`config.mk`:
```
export PLATFORM = sky130hd
export DESIGN_NAME = mips_like_execute_unit_flat
export DESIGN_NICKNAME = d
export VERILOG_FILES = /design/src/design/mleu_pkg.sv /design/src/design/mleu_req_if.sv /design/src/design/mleu_ctrl.sv /design/src/design/mleu_dpath.sv /design/src/design/mips_like_execute_unit.sv /design/src/flat_wrapper.sv
export SDC_FILE = /design/constraint.sdc
export NUM_CORES = 2
export LEC_CHECK = 0
export BUFFER_PORTS_ARGS = -buffer_cell sky130_fd_sc_hd__buf_2
export CAP_MARGIN = 20
export CELL_PAD_IN_SITES_DETAIL_PLACEMENT = 1
export CELL_PAD_IN_SITES_GLOBAL_PLACEMENT = 2
export CORE_ASPECT_RATIO = 1.5
export CORE_UTILIZATION = 32
export CTS_BUF_LIST = sky130_fd_sc_hd__clkbuf_4 sky130_fd_sc_hd__clkbuf_8
export CTS_CLUSTER_SIZE = 28
export DETAILED_ROUTE_END_ITERATION = 6
export PLACE_DENSITY_LB_ADDON = 0.12
export SLEW_MARGIN = 10
export SYNTH_ARGS = -nofsm -noshare
export SYNTH_HDL_FRONTEND = slang
export SYNTH_SLANG_ARGS = --single-unit
```
`constraint.sdc`:
```
create_clock -name clock -period 15.7 [get_ports clock]
set_clock_uncertainty 0.1 [all_clocks]
set_input_delay 3.14 -clock clock [delete_from_list [all_inputs] [get_ports clock]]
set_output_delay 3.14 -clock clock [all_outputs]
set_load 0.005 [all_outputs]
```
`src/design/mleu_pkg.sv`:
```
// Package for the MIPS-like execute unit: operation codes, FSM states,
// controller/datapath command and status structs. No dependencies.
package mleu_pkg;

   localparam int DataWidth   = 32;
   localparam int CmdWidth    = 5;
   localparam int IndexWidth  = 5;
   localparam int NumRegsDflt = 32;

   typedef enum logic [CmdWidth-1:0] {
      OP_ADD      = 5'd0,
      OP_SUB      = 5'd1,
      OP_ADDI     = 5'd2,
      OP_ADDI_UNS = 5'd3,
      OP_MUL      = 5'd4,
      OP_AND      = 5'd5,
      OP_OR       = 5'd6,
      OP_XOR      = 5'd7,
      OP_SLL      = 5'd8,
      OP_SRL      = 5'd9,
      OP_LI       = 5'd10,
      OP_ADDU     = 5'd11,
      OP_SUBU     = 5'd12,
      OP_ANDI     = 5'd13,
      OP_ORI      = 5'd14,
      OP_MULT     = 5'd15,
      OP_DIV      = 5'd16,
      OP_MOVE     = 5'd17,
      OP_MFHI     = 5'd18,
      OP_MFLO     = 5'd19
   } op_type;

   typedef enum logic [2:0] {
      ST_IDLE,
      ST_CLEAR,
      ST_READ,
      ST_EXEC,
      ST_MUL,
      ST_DIV,
      ST_DONE,
      ST_OUT
   } state_type;

   // controller -> datapath
   typedef struct packed {
      logic clear_step;  // write zero at clear pointer
      logic load;        // capture input word
      logic read;        // register operand reads
      logic exec;        // register ALU result
      logic mul_start;
      logic mul_step;    // accumulate one partial product
      logic div_start;
      logic div_step;    // one quotient bit
      logic commit;      // write back and form result word
   } cmd_type;

   // datapath -> controller
   typedef struct packed {
      logic clear_done;
      logic is_mul;      // mul or mult
      logic is_div;
      logic div_zero;
      logic mul_last;
      logic div_last;
   } status_type;

endpackage

```
`src/design/mleu_req_if.sv`:
```
// Valid/ready channel interfaces for the execute unit.
// Depends on mleu_pkg for widths.
interface mleu_req_if;
   import mleu_pkg::*;
   logic                  valid;
   logic                  ready;
   logic [CmdWidth-1:0]   cmd;
   logic [IndexWidth-1:0] dest_index;
   logic [IndexWidth-1:0] src_a_index;
   logic [IndexWidth-1:0] src_b_index;
   logic [DataWidth-1:0]  immediate;
   modport source (output valid, cmd, dest_index, src_a_index, src_b_index, immediate,
                   input ready);
   modport sink   (input valid, cmd, dest_index, src_a_index, src_b_index, immediate,
                   output ready);
endinterface

interface mleu_rsp_if;
   import mleu_pkg::*;
   logic                  valid;
   logic                  ready;
   logic                  write_enable;
   logic [IndexWidth-1:0] write_index;
   logic [DataWidth-1:0]  write_value;
   logic [DataWidth-1:0]  hi_value;
   logic [DataWidth-1:0]  lo_value;
   logic                  div_by_zero;
   modport source (output valid, write_enable, write_index, write_value, hi_value,
                   lo_value, div_by_zero, input ready);
   modport sink   (input valid, write_enable, write_index, write_value, hi_value,
                   lo_value, div_by_zero, output ready);
endinterface

```
`src/design/mleu_ctrl.sv`:
```
// Controller FSM of the execute unit: sequences clear, read, execute,
// multiply and divide steps, and the word handshakes. Depends on mleu_pkg.
module mleu_ctrl
   import mleu_pkg::*;
(
   input  logic       clock,
   input  logic       reset,
   input  logic       req_valid,
   output logic       req_ready,
   output logic       rsp_valid,
   input  logic       rsp_ready,
   input  status_type status,
   output cmd_type    ctl
);

   state_type state_ff, state_in;

   // state register
   always_ff @(posedge clock) begin
      if (reset) begin
         state_ff <= ST_CLEAR;
      end else begin
         state_ff <= state_in;
      end
   end

   // next state and commands
   always_comb begin
      state_in  = state_ff;
      ctl       = '0;
      req_ready = 1'b0;
      rsp_valid = 1'b0;
      unique case (state_ff)
         ST_CLEAR: begin
            ctl.clear_step = 1'b1;
            if (status.clear_done) state_in = ST_IDLE;
         end
         ST_IDLE: begin
            req_ready = 1'b1;
            if (req_valid) begin
               ctl.load = 1'b1;
               state_in = ST_READ;
            end
         end
         ST_READ: begin
            ctl.read = 1'b1;
            state_in = ST_EXEC;
         end
         ST_EXEC: begin
            if (status.is_mul) begin
               ctl.mul_start = 1'b1;
               state_in      = ST_MUL;
            end else if (status.is_div && !status.div_zero) begin
               ctl.div_start = 1'b1;
               state_in      = ST_DIV;
            end else begin
               ctl.exec = 1'b1;
               state_in = ST_DONE;
            end
         end
         ST_MUL: begin
            ctl.mul_step = 1'b1;
            if (status.mul_last) state_in = ST_DONE;
         end
         ST_DIV: begin
            ctl.div_step = 1'b1;
            if (status.div_last) state_in = ST_DONE;
         end
         ST_DONE: begin
            ctl.commit = 1'b1;
            state_in   = ST_OUT;
         end
         ST_OUT: begin
            rsp_valid = 1'b1;
            if (rsp_ready) state_in = ST_IDLE;
         end
         default: state_in = ST_CLEAR;
      endcase
   end

   a_one_word: assert property (@(posedge clock) disable iff (reset)
      (rsp_valid && rsp_ready) |=> !rsp_valid)
      else $error("result word repeated");
   a_no_overlap: assert property (@(posedge clock) disable iff (reset)
      !(req_ready && rsp_valid))
      else $error("input taken while result pending");
   a_commit_then_out: assert property (@(posedge clock) disable iff (reset)
      ctl.commit |=> rsp_valid)
      else $error("commit without result");

endmodule

```
`src/design/mleu_dpath.sv`:
```
// Datapath of the execute unit: register file memory, HI/LO, ALU, a
// 4-step multiplier and a radix-2 divider. Depends on mleu_pkg.
module mleu_dpath
   import mleu_pkg::*;
#(
   parameter int NUM_REGS = NumRegsDflt
)(
   input  logic                  clock,
   input  logic                  reset,
   input  cmd_type               ctl,
   output status_type            status,
   input  logic [CmdWidth-1:0]   cmd,
   input  logic [IndexWidth-1:0] dest_index,
   input  logic [IndexWidth-1:0] src_a_index,
   input  logic [IndexWidth-1:0] src_b_index,
   input  logic [DataWidth-1:0]  immediate,
   output logic                  write_enable,
   output logic [IndexWidth-1:0] write_index,
   output logic [DataWidth-1:0]  write_value,
   output logic [DataWidth-1:0]  hi_value,
   output logic [DataWidth-1:0]  lo_value,
   output logic                  div_by_zero
);

   localparam int AddrW  = (NUM_REGS > 1) ? $clog2(NUM_REGS) : 1;
   localparam int CntW   = AddrW + 1;
   localparam int DivCntW = $clog2(DataWidth);

   logic [DataWidth-1:0] mem [NUM_REGS];

   logic [CntW-1:0]       clr_ff;
   op_type                op_ff;
   logic [IndexWidth-1:0] rd_ff, ra_ff, rb_ff;
   logic [DataWidth-1:0]  imm_ff;
   logic [DataWidth-1:0]  a_ff, b_ff;
   logic [DataWidth-1:0]  hi_ff, lo_ff, val_ff;
   logic                  wr_ff, dz_ff;
   // multiplier: 16x16 partial products accumulated over 4 steps
   logic [1:0]            mcnt_ff;
   logic [2*DataWidth-1:0] prod_ff;
   // divider: restoring, one bit a step on magnitudes
   logic [DivCntW-1:0]    dcnt_ff;
   logic [DataWidth-1:0]  quo_ff, rem_ff, dvs_ff;
   logic                  na_ff, nb_ff;

   logic                  mem_we;
   logic [AddrW-1:0]      mem_wa;
   logic [DataWidth-1:0]  mem_wd;
   logic [DataWidth-1:0]  alu;
   logic                  wr_alu;
   logic                  rd_ok;
   logic [DataWidth:0]    rem_shift, rem_sub;
   logic [DataWidth-1:0]  quo_res, rem_res;
   logic [DataWidth/2-1:0] mx, my;
   logic [DataWidth-1:0]  pp;
   logic [2*DataWidth-1:0] pp_sh;

   assign rd_ok = (rd_ff != '0) && (int'(rd_ff) < NUM_REGS);

   // memory write port: clear sweep or commit
   always_comb begin
      mem_we = 1'b0;
      mem_wa = clr_ff[AddrW-1:0];
      mem_wd = '0;
      if (ctl.clear_step) begin
         mem_we = 1'b1;
      end else if (ctl.commit) begin
         mem_wa = AddrW'(rd_ff);
         if (op_ff == OP_MUL) begin
            mem_we = rd_ok;
            mem_wd = prod_ff[DataWidth-1:0];
         end else begin
            mem_we = wr_ff;
            mem_wd = val_ff;
         end
      end
   end

   always_ff @(posedge clock) begin
      if (mem_we) mem[mem_wa] <= mem_wd;
   end

   // clear sweep counter
   always_ff @(posedge clock) begin
      if (reset) begin
         clr_ff <= '0;
      end else if (ctl.clear_step) begin
         clr_ff <= clr_ff + 1'b1;
      end
   end
   assign status.clear_done = (clr_ff == CntW'(NUM_REGS - 1));

   // combinational ALU
   always_comb begin
      alu    = '0;
      wr_alu = 1'b1;
      case (op_ff)
         OP_ADD, OP_ADDU:           alu = a_ff + b_ff;
         OP_SUB, OP_SUBU:           alu = a_ff - b_ff;
         OP_ADDI, OP_ADDI_UNS:      alu = a_ff + imm_ff;
         OP_AND:                    alu = a_ff & b_ff;
         OP_OR:                     alu = a_ff | b_ff;
         OP_XOR:                    alu = a_ff ^ b_ff;
         OP_SLL:                    alu = a_ff << imm_ff[4:0];
         OP_SRL:                    alu = a_ff >> imm_ff[4:0];
         OP_LI:                     alu = imm_ff;
         OP_ANDI:                   alu = a_ff & imm_ff;
         OP_ORI:                    alu = a_ff | imm_ff;
         OP_MOVE:                   alu = a_ff;
         OP_MFHI:                   alu = hi_ff;
         OP_MFLO:                   alu = lo_ff;
         default:                   wr_alu = 1'b0;
      endcase
   end

   assign status.is_mul   = (op_ff == OP_MUL) || (op_ff == OP_MULT);
   assign status.is_div   = (op_ff == OP_DIV);
   assign status.div_zero = (b_ff == '0);
   assign status.mul_last = (mcnt_ff == 2'd3);
   assign status.div_last = (dcnt_ff == '0);

   // partial product select: step k takes halves (k[0], k[1])
   always_comb begin
      mx    = mcnt_ff[0] ? a_ff[DataWidth-1:DataWidth/2] : a_ff[DataWidth/2-1:0];
      my    = mcnt_ff[1] ? b_ff[DataWidth-1:DataWidth/2] : b_ff[DataWidth/2-1:0];
      pp    = DataWidth'(mx) * DataWidth'(my);
      pp_sh = (2*DataWidth)'(pp) << (DataWidth/2 * (32'(mcnt_ff[0]) + 32'(mcnt_ff[1])));
   end

   // divider step
   always_comb begin
      rem_shift = {rem_ff, quo_ff[DataWidth-1]};
      rem_sub   = rem_shift - {1'b0, dvs_ff};
      quo_res   = (na_ff != nb_ff) ? (DataWidth'(0) - quo_ff) : quo_ff;
      rem_res   = na_ff ? (DataWidth'(0) - rem_ff) : rem_ff;
   end

   // operand, execute and result registers
   always_ff @(posedge clock) begin
      if (reset) begin
         hi_ff <= '0;
         lo_ff <= '0;
      end else begin
         if (ctl.load) begin
            op_ff  <= op_type'(cmd);
            rd_ff  <= dest_index;
            ra_ff  <= src_a_index;
            rb_ff  <= src_b_index;
            imm_ff <= immediate;
            dz_ff  <= 1'b0;
            wr_ff  <= 1'b0;
         end
         // operand read, out of range reads as zero
         if (ctl.read) begin
            a_ff <= (int'(ra_ff) < NUM_REGS) ? mem[AddrW'(ra_ff)] : '0;
            b_ff <= (int'(rb_ff) < NUM_REGS) ? mem[AddrW'(rb_ff)] : '0;
         end
         if (ctl.exec) begin
            wr_ff  <= wr_alu && rd_ok;
            val_ff <= alu;
            dz_ff  <= status.is_div;
         end
         if (ctl.mul_start) begin
            mcnt_ff <= '0;
            prod_ff <= '0;
         end
         if (ctl.mul_step) begin
            mcnt_ff <= mcnt_ff + 1'b1;
            prod_ff <= prod_ff + pp_sh;
         end
         if (ctl.div_start) begin
            na_ff   <= a_ff[DataWidth-1];
            nb_ff   <= b_ff[DataWidth-1];
            quo_ff  <= a_ff[DataWidth-1] ? (DataWidth'(0) - a_ff) : a_ff;
            dvs_ff  <= b_ff[DataWidth-1] ? (DataWidth'(0) - b_ff) : b_ff;
            rem_ff  <= '0;
            dcnt_ff <= DivCntW'(DataWidth - 1);
         end
         if (ctl.div_step) begin
            dcnt_ff <= dcnt_ff - 1'b1;
            if (!rem_sub[DataWidth]) begin
               rem_ff <= rem_sub[DataWidth-1:0];
               quo_ff <= {quo_ff[DataWidth-2:0], 1'b1};
            end else begin
               rem_ff <= rem_shift[DataWidth-1:0];
               quo_ff <= {quo_ff[DataWidth-2:0], 1'b0};
            end
         end
         if (ctl.commit) begin
            if (op_ff == OP_MULT) begin
               hi_ff <= prod_ff[2*DataWidth-1:DataWidth];
               lo_ff <= prod_ff[DataWidth-1:0];
            end else if (op_ff == OP_MUL) begin
               wr_ff  <= rd_ok;
               val_ff <= prod_ff[DataWidth-1:0];
            end else if (status.is_div && !dz_ff) begin
               hi_ff <= rem_res;
               lo_ff <= quo_res;
            end
         end
      end
   end

   // result word, held until taken
   always_comb begin
      write_enable = wr_ff;
      write_index  = wr_ff ? rd_ff : '0;
      write_value  = wr_ff ? val_ff : '0;
      hi_value     = hi_ff;
      lo_value     = lo_ff;
      div_by_zero  = dz_ff;
   end

   a_r0_never: assert property (@(posedge clock) disable iff (reset)
      (ctl.commit && rd_ff == '0) |=> !wr_ff)
      else $error("write to register zero");
   a_dz_keeps: assert property (@(posedge clock) disable iff (reset)
      (ctl.commit && dz_ff) |=> (hi_ff == $past(hi_ff) && lo_ff == $past(lo_ff)))
      else $error("divide by zero changed HI/LO");
   a_div_len: assert property (@(posedge clock) disable iff (reset)
      ctl.div_start |=> dcnt_ff == DivCntW'(DataWidth - 1))
      else $error("divider count not loaded");

endmodule

```
`src/design/mips_like_execute_unit.sv`:
```
// Top level of the MIPS-like execute unit: controller plus datapath.
// Depends on mleu_pkg, mleu_req_if/mleu_rsp_if, mleu_ctrl, mleu_dpath.
//
// One instruction at a time. After reset a clearing pass writes zero to
// each register, with req_ready low. An ALU instruction goes from
// acceptance to result valid through register read, execute, commit;
// MUL and MULT add the four 16x16 partial product steps, and DIV with a
// nonzero divisor the 32 steps of the radix-2 divider.
// The result word is held until rsp_ready; the next word is accepted in
// the cycle after the result is taken.
module mips_like_execute_unit
   import mleu_pkg::*;
#(
   parameter int NUM_REGS = NumRegsDflt
)(
   input logic      clock,
   input logic      reset,
   mleu_req_if.sink req,
   mleu_rsp_if.source rsp
);

   cmd_type    ctl;
   status_type status;

   mleu_ctrl u_ctrl (
      .clock     (clock),
      .reset     (reset),
      .req_valid (req.valid),
      .req_ready (req.ready),
      .rsp_valid (rsp.valid),
      .rsp_ready (rsp.ready),
      .status    (status),
      .ctl       (ctl)
   );

   mleu_dpath #(.NUM_REGS(NUM_REGS)) u_dpath (
      .clock        (clock),
      .reset        (reset),
      .ctl          (ctl),
      .status       (status),
      .cmd          (req.cmd),
      .dest_index   (req.dest_index),
      .src_a_index  (req.src_a_index),
      .src_b_index  (req.src_b_index),
      .immediate    (req.immediate),
      .write_enable (rsp.write_enable),
      .write_index  (rsp.write_index),
      .write_value  (rsp.write_value),
      .hi_value     (rsp.hi_value),
      .lo_value     (rsp.lo_value),
      .div_by_zero  (rsp.div_by_zero)
   );

endmodule

```
`src/flat_wrapper.sv`:
```
// flat-port wrapper written by rule: the top's interface ports become plain ports
module mips_like_execute_unit_flat import mleu_pkg::*;
#(
   parameter int NUM_REGS = NumRegsDflt
)
  (clock, reset, req_valid, req_cmd, req_dest_index, req_src_a_index, req_src_b_index, req_immediate, req_ready, rsp_valid, rsp_write_enable, rsp_write_index, rsp_write_value, rsp_hi_value, rsp_lo_value, rsp_div_by_zero, rsp_ready);
  mleu_req_if req_i ();
  mleu_rsp_if rsp_i ();
  input logic clock;
  input logic reset;
  input wire logic [$bits(req_i.valid)-1:0] req_valid;
  input wire logic [$bits(req_i.cmd)-1:0] req_cmd;
  input wire logic [$bits(req_i.dest_index)-1:0] req_dest_index;
  input wire logic [$bits(req_i.src_a_index)-1:0] req_src_a_index;
  input wire logic [$bits(req_i.src_b_index)-1:0] req_src_b_index;
  input wire logic [$bits(req_i.immediate)-1:0] req_immediate;
  output wire logic [$bits(req_i.ready)-1:0] req_ready;
  output wire logic [$bits(rsp_i.valid)-1:0] rsp_valid;
  output wire logic [$bits(rsp_i.write_enable)-1:0] rsp_write_enable;
  output wire logic [$bits(rsp_i.write_index)-1:0] rsp_write_index;
  output wire logic [$bits(rsp_i.write_value)-1:0] rsp_write_value;
  output wire logic [$bits(rsp_i.hi_value)-1:0] rsp_hi_value;
  output wire logic [$bits(rsp_i.lo_value)-1:0] rsp_lo_value;
  output wire logic [$bits(rsp_i.div_by_zero)-1:0] rsp_div_by_zero;
  input wire logic [$bits(rsp_i.ready)-1:0] rsp_ready;
  assign req_i.valid = req_valid;
  assign req_i.cmd = req_cmd;
  assign req_i.dest_index = req_dest_index;
  assign req_i.src_a_index = req_src_a_index;
  assign req_i.src_b_index = req_src_b_index;
  assign req_i.immediate = req_immediate;
  assign req_ready = req_i.ready;
  assign rsp_valid = rsp_i.valid;
  assign rsp_write_enable = rsp_i.write_enable;
  assign rsp_write_index = rsp_i.write_index;
  assign rsp_write_value = rsp_i.write_value;
  assign rsp_hi_value = rsp_i.hi_value;
  assign rsp_lo_value = rsp_i.lo_value;
  assign rsp_div_by_zero = rsp_i.div_by_zero;
  assign rsp_i.ready = rsp_ready;
  mips_like_execute_unit #(.NUM_REGS(NUM_REGS)) u_core (.clock(clock), .reset(reset), .req(req_i), .rsp(rsp_i));
endmodule
```
# Word level (Yosys, flattened, before mapping)
# Memories as Yosys holds them, arrays and structs flattened. A register that Yosys moved wholly into a read port is not among the register bits.
# Cells that the tools add are included.
[word_totals] ff_bits=328 latch_bits=0 ram_bits=1024 mem_bits_ro=0 in_bits=56 output_inout_bits=105 wordCells=180 mem_count=1
[mem_list] name="u_core.u_dpath.mem" words=32 width=32 rd=2 rd_ports_with_merged_regs=2 wr=1 line_no="mleu_dpath.sv:29" rtl="logic [DataWidth-1:0] mem [NUM_REGS];"
[op_classes] addsub=13 multipliers=1 div=0 order_cmp=0 eq_ne=35 shift=3 mux=73 bitwise=6 n_reduce_logical=27
[ops] operator="2-to-1 mux 32 bit" n=22
[ops] operator="one-hot mux 32 bit (14 select lines)" n=1
[ops] operator="2-to-1 mux 64 bit" n=2
[ops] operator="subtractor 1 x 32 -> 32 bit, first input constant" n=4
[ops] operator="adder 32 bit" n=2
[ops] operator="adder 64 bit" n=1
[ops] operator="AND 32 bit" n=2
[ops] operator="OR 32 bit" n=2
[ops] operator="<< shifter 32 x 6 -> 64 bit" n=1
[ops] operator="equality test 5 x 4 -> 1 bit, second input constant" n=8
[ops] operator="subtractor 33 x 32 -> 33 bit" n=1
[ops] operator="zero test 32 bit" n=1
[ops] operator="multiplier 16 x 16 -> 32 bit" n=1
[ops] operator="2-to-1 mux 16 bit" n=2
[ops] operator="<< shifter 32 x 5 -> 32 bit" n=1
[ops] operator="right shift 32 x 5 -> 32 bit" n=1
[ops] operator="subtractor 32 bit" n=1
[ops] operator="bitwise XOR 32 bit" n=1
[ops] operator="2-to-1 mux 31 bit" n=1
[ops] operator="2-to-1 mux 1 bit" n=29
[ops] operator="2-to-1 mux 5 bit" n=5
[ops] operator="one-hot mux 3 bit (8 select lines)" n=1
[ops] operator="equality test 5 x 3 -> 1 bit, second input constant" n=4
[ops] operator="equality test 5 bit, second input constant" n=4
[ops] operator="other kinds (29)" n=60

# Logic depth before layout (Yosys ltp)
[depth] ltp_word=10 mapped_depth=39 ltp_nobuf=36

# Modules after synthesis
# From an unflattened synthesis, not the netlist that was laid out.
[unflattened] cells_unflattened=6692 hier_area_um2=87117.3
[modules_own_cells] mod="mleu_dpath" n_inst=1 cells_per_inst=6655 area_each_um2=86832.0 seq_area_each_um2=41730.0
[modules_own_cells] mod="mleu_ctrl" n_inst=1 cells_per_inst=37 area_each_um2=285.3 seq_area_each_um2=60.1

# Worst setup path before layout
# No wires, ideal clock.
[synth_timing] path_type="input-to-reg" startpoint="input reset" endpoint="register u_core.u_dpath.a_ff[0], read port of u_core.u_dpath.mem, enable pin" setup_time_ns=0.667 arrival_time_ns=10.092 required_ns=14.933 slack_ns=4.841 cell_stages=3 path_buffers=2 cell_sequence="clkbuf_1 -> clkbuf_1 -> nor4b_1"
[synth_between] elab_chain_len=2
[synth_lines] item="start, declared" line_no="flat_wrapper.sv:10" rtl="input logic reset;"
[synth_lines] item="NOT 1 bit (no line)"
[synth_lines] item="AND reduction 2 bit (no line)"
[synth_lines] item="end, declared" line_no="mleu_dpath.sv:35" rtl="logic [DataWidth-1:0] a_ff, b_ff;"
# Every way passes these cells.
# A chain may end at the register's enable or synchronous reset.

# Final worst setup path
[layout_timing] startpoint="register u_core.u_dpath.a_ff[1], read port of u_core.u_dpath.mem" endpoint="register u_core.u_dpath.prod_ff[56], data pin"
[layout_between] elab_chain_len=5
[layout_lines] item="2-to-1 mux 16 bit" line_no="mleu_dpath.sv:124" rtl="mx = mcnt_ff[0] ? a_ff[DataWidth-1:DataWidth/2] : a_ff[DataWidth/2-1:0];"
[layout_lines] item="multiplier 16 x 16 -> 32 bit" line_no="mleu_dpath.sv:126" rtl="pp = DataWidth'(mx) * DataWidth'(my);"
[layout_lines] item="<< shifter 32 x 6 -> 64 bit" line_no="mleu_dpath.sv:127" rtl="pp_sh = (2*DataWidth)'(pp) << (DataWidth/2 * (32'(mcnt_ff[0]) + 32'(mcnt_ff[1])));"
[layout_lines] item="adder 64 bit" line_no="mleu_dpath.sv:169" rtl="prod_ff <= prod_ff + pp_sh;"
[layout_lines] item="2-to-1 mux 64 bit" line_no="mleu_dpath.sv:167" rtl="if (ctl.mul_step) begin"
[layout_lines] item="end signal, assigned" line_no="mleu_dpath.sv:169"
[layout_lines] item="end, declared" line_no="mleu_dpath.sv:40" rtl="logic [2*DataWidth-1:0] prod_ff;"
# Every way passes these cells.

==> impl_metrics.env <==
export IMPL_cts_path_max_buffers=4
export IMPL_finalSetupViolations=0
export IMPL_post_route_drc_count=0
export IMPL_critPathLaunchType="register"
export IMPL_grt_max_degree=122
export IMPL_setup_tns_ns=0
export IMPL_wl_met3_mm=18.5
export IMPL_htreeDepth=4
export IMPL_cts_hold_buf=0
export IMPL_vias_per_cell=5.89
export IMPL_criticalPathCategory="reg2reg"
export IMPL_ys_seq_elements=1416
export IMPL_async_reset_ff_share_pct=0
export IMPL_drive_above_1_share_pct=24.7
export IMPL_worstMarginPinSlew_ns=1.27
export IMPL_vias=62500
export IMPL_worstPathBufferInverterCount=4
export IMPL_hold_class="reg2reg"
export IMPL_cts_buffers=238
export IMPL_drtAntennaViolNets=0
export IMPL_synth_seq_area_share_pct=47.7
export IMPL_clk_latency_ns=1.10
export IMPL_first_global_vias=66400
export IMPL_p_int_mw=6.76
export IMPL_post_route_min_period_ns=11.11
export IMPL_p_clk_share_pct=35.2
export IMPL_track_usage_pct=28.2
export IMPL_outcome="complete, no violations"
export IMPL_die_w_um=429
export IMPL_rsz0062_at_grt="no"
export IMPL_max_freq_mhz=90.0
export IMPL_r2r_cells=34
export IMPL_rrSetupSlack_ns=4.59
export IMPL_leakagePower_nw=33.3
export IMPL_cts_tree="yes"
export IMPL_dieArea_um2=276000
export IMPL_wl_per_cell_um=37.2
export IMPL_peakVddDrop_uv=108
export IMPL_drt_total_wl_mm=394
export IMPL_drt_initial_drc_count=5309
export IMPL_hold_viol=0
export IMPL_post_synth_top_count_cell="edfxtp_1"
export IMPL_cts_root_buf="clkbuf_8"
export IMPL_critPathMaxStageDelay_ns=0.69
export IMPL_path_clk_slew_ns=0.09
export IMPL_crit_top_cell="fa_1"
export IMPL_regToRegEndpoint="u_core.u_dpath.prod_ff[56]$_SDFFCE_PP0P_"
export IMPL_combPwrFrac_pct=19.5
export IMPL_synth_cell_area_um2=87600
export IMPL_syn2layout_area_growth_pct=12.2
export IMPL_core_area_um2=271000
export IMPL_fin_nets=7367
export IMPL_cap_violations=0
export IMPL_critPathMaxFanout=13
export IMPL_synth_distinct_cells=84
export IMPL_drtPass1Iterations=6
export IMPL_synthCells=6699
export IMPL_synth_edf_count=1343
export IMPL_start_util_pct=32.3
export IMPL_cts_sinks=1416
export IMPL_holdPathEnd="u_core.u_dpath.clr_ff[5]$_SDFFE_PP0N_"
export IMPL_min_from="u_core.u_dpath.clr_ff[5]$_SDFFE_PP0N_"
export IMPL_post_cts_setup_buffer_count=0
export IMPL_wl_met2_mm=202
export IMPL_synth_avg_cell_area_um2=13.1
export IMPL_cts_resized=0
export IMPL_synth_warnings=0
export IMPL_layout_setup_ws_ns=4.59
export IMPL_synthTopCellsByCount="edfxtp_1 (1,343), mux4_2 (698), nor2_1 (654)"
export IMPL_wl_met1_mm=146
export IMPL_synth_area_leaders="edfxtp_1 (46%), mux4_2 (18%), fa_1 (4.5%), ha_1 (3.4%), nor2_1 (2.8%)"
export IMPL_period_share_pct=70.8
export IMPL_switchingPower_mw=2.96
export IMPL_hpwl_mm=275
export IMPL_r2r_start="u_core.u_dpath.a_ff[1]$_DFFE_PP_"
export IMPL_max_slew_margin_rel_pct=15.0
export IMPL_slew_violations=0
export IMPL_ios=161
export IMPL_netSwitchingFraction_pct=30.5
export IMPL_synth_top_area_cell="edfxtp_1"
export IMPL_synth_top_area_share_pct=46.0
export IMPL_synth_ff_type="edfxtp_1"
export IMPL_p_per_area_nw_per_um2=99.0
export IMPL_pre_cts_ws_ns=4.49
export IMPL_io_buffers=160
export IMPL_endpoint_kind="register"
export IMPL_cp_slowest_cell="edfxtp_1"
export IMPL_antenna_found_initial=51
export IMPL_hold_depth=2
export IMPL_top_layer="met5"
export IMPL_row_count=234
export IMPL_cp_arrival_ns=11.81
export IMPL_required_ns=16.40
export IMPL_syn_nets=7189
export IMPL_die_h_um=643
export IMPL_gr_total_overflow=0
export IMPL_grt_pass1_wl_mm=543
export IMPL_power_frac_seq_pct=45.3
export IMPL_place_congestion=0.982
export IMPL_cp_top_family="compound AO/OA/AOI/OAI gates"
[placed cells by master, fill, tap and decap left out, drive strengths merged, types with 28 or more instances in the layout]
master  synthesis  final
edfxtp       1343   1343
mux4          698    698
nor2          654    654
nand2         431    431
buf            86    411
a21oi         351    351
inv           327    331
clkbuf        389    314
o21ai         303    303
ha            237    237
fa            197    197
mux2i         132    132
mux2          128    128
xnor2         128    128
xor2          119    119
a211oi         88     88
a21o           85     85
nor3           84     84
clkinv          1     83
dfxtp          73     73
and2           61     61
nand3          54     54
or3            52     52
nand2b         50     50
o22ai          49     49
nor2b          46     46
nand4          38     38
a31oi          32     32
o21bai         28     28
[layer usage]
layer  GRT usage [%]  vias to the layer above
li1                -                    26200
met1            32.1                    33300
met2            50.1                     2174
met3            3.65                      737
met4            16.9                        8
met5               0                        -
[cells by family after synthesis]
kind of cell               count (synthesis)  share of synthesized area [%]
AOI/OAI and AO/OA                       1223                           8.92
xor gates and xnor gates                 247                           2.47
adders and majority gates                434                           7.89
buffers and inverters                    803                           3.46
DFF                                     1416                           47.7
muxes                                    958                           21.1
and+or+nand+nor                         1618                           8.45
[power by group through the flow]
stage,Sequential (mW),Combinational [mW],Clock (mW)
2_1_floorplan,4.42,1.17,0
3_3_place_gp,4.47,1.90,0
3_5_place_dp,4.48,1.90,0
4_1_cts,4.40,1.91,3.51
5_1_grt,4.42,2.00,3.63
6_report,4.41,1.90,3.42
[final cells by class]
class                           instances  area (um2)
Clock buffer                          312        3870
Tap cell                             3540        4430
Clock inverter                        103         771
Timing Repair Buffer                  413        2780
Sequential cell                      1416       41800
Antenna cell                           20        50.0
Inverter                              328        1230
Multi-Input combinational cell       4480       43400
Fill cell                           28400      173000
[worst register-to-register path: cells and delay by family, from the launching register on]
family / cells / cell delay (ns)
XOR/XNOR: 1 / 0.22
adder cells (fa/ha/maj): 8 / 3.24
AO/OA/AOI/OAI: 15 / 4.35
flip-flops: 1 / 0.69
buffers and inverters: 4 / 0.64
AND/OR/NAND/NOR: 5 / 1.37
multiplexers: 1 / 0.20
[state kept, by name (all words and copies together) (netlist names), 6 cells and up]
signal                   cells
u_core.u_dpath.lo_value     32
u_core.u_dpath.rem_ff       32
u_core.u_dpath.val_ff       32
u_core.u_dpath.prod_ff      64
u_core.u_dpath.imm_ff       32
u_core.u_dpath.mem        1024
u_core.u_dpath.dvs_ff       32
u_core.u_dpath.hi_value     32
u_core.u_dpath.b_ff         32
u_core.u_dpath.clr_ff        6
u_core.u_dpath.a_ff         32
u_core.u_dpath.quo_ff       32
[worst max path at each step]
stage	from	to	slack, ns	cells past startpoint
final	u_core.u_dpath.a_ff[1]$_DFFE_PP_	u_core.u_dpath.prod_ff[56]$_SDFFCE_PP0P_	4.59	34
after global routing	u_core.u_dpath.mcnt_ff[0]$_SDFFCE_PP0P_	u_core.u_dpath.prod_ff[54]$_SDFFCE_PP0P_	4.14	35
after CTS	u_core.u_dpath.mcnt_ff[0]$_SDFFCE_PP0P_	u_core.u_dpath.prod_ff[56]$_SDFFCE_PP0P_	4.49	35
after detailed placement	u_core.u_dpath.mcnt_ff[0]$_SDFFCE_PP0P_	u_core.u_dpath.prod_ff[54]$_SDFFCE_PP0P_	4.49	35
after global placement	u_core.u_dpath.mcnt_ff[0]$_SDFFCE_PP0P_	u_core.u_dpath.prod_ff[56]$_SDFFCE_PP0P_	4.56	35
after floorplan	reset	u_core.u_dpath.a_ff[0]$_DFFE_PP_	4.84	3
[metrics by stage]
step           hold slack, ns  power (mW)  utilization (%)  instances  instance area (um2)
2_1_floorplan           0.349        5.59                -       6699                87600
3_3_place_gp            0.372        6.36             34.4      10200                93500
3_5_place_dp            0.404        6.38             34.5      10200                93500
4_1_cts                 0.414        9.82             36.2      10600                98200
5_1_grt                 0.422        10.1             36.2      10600                98200
6_report                0.415        9.73             36.2      10600                98300
Note: power is estimated with default switching activity, not from simulation.
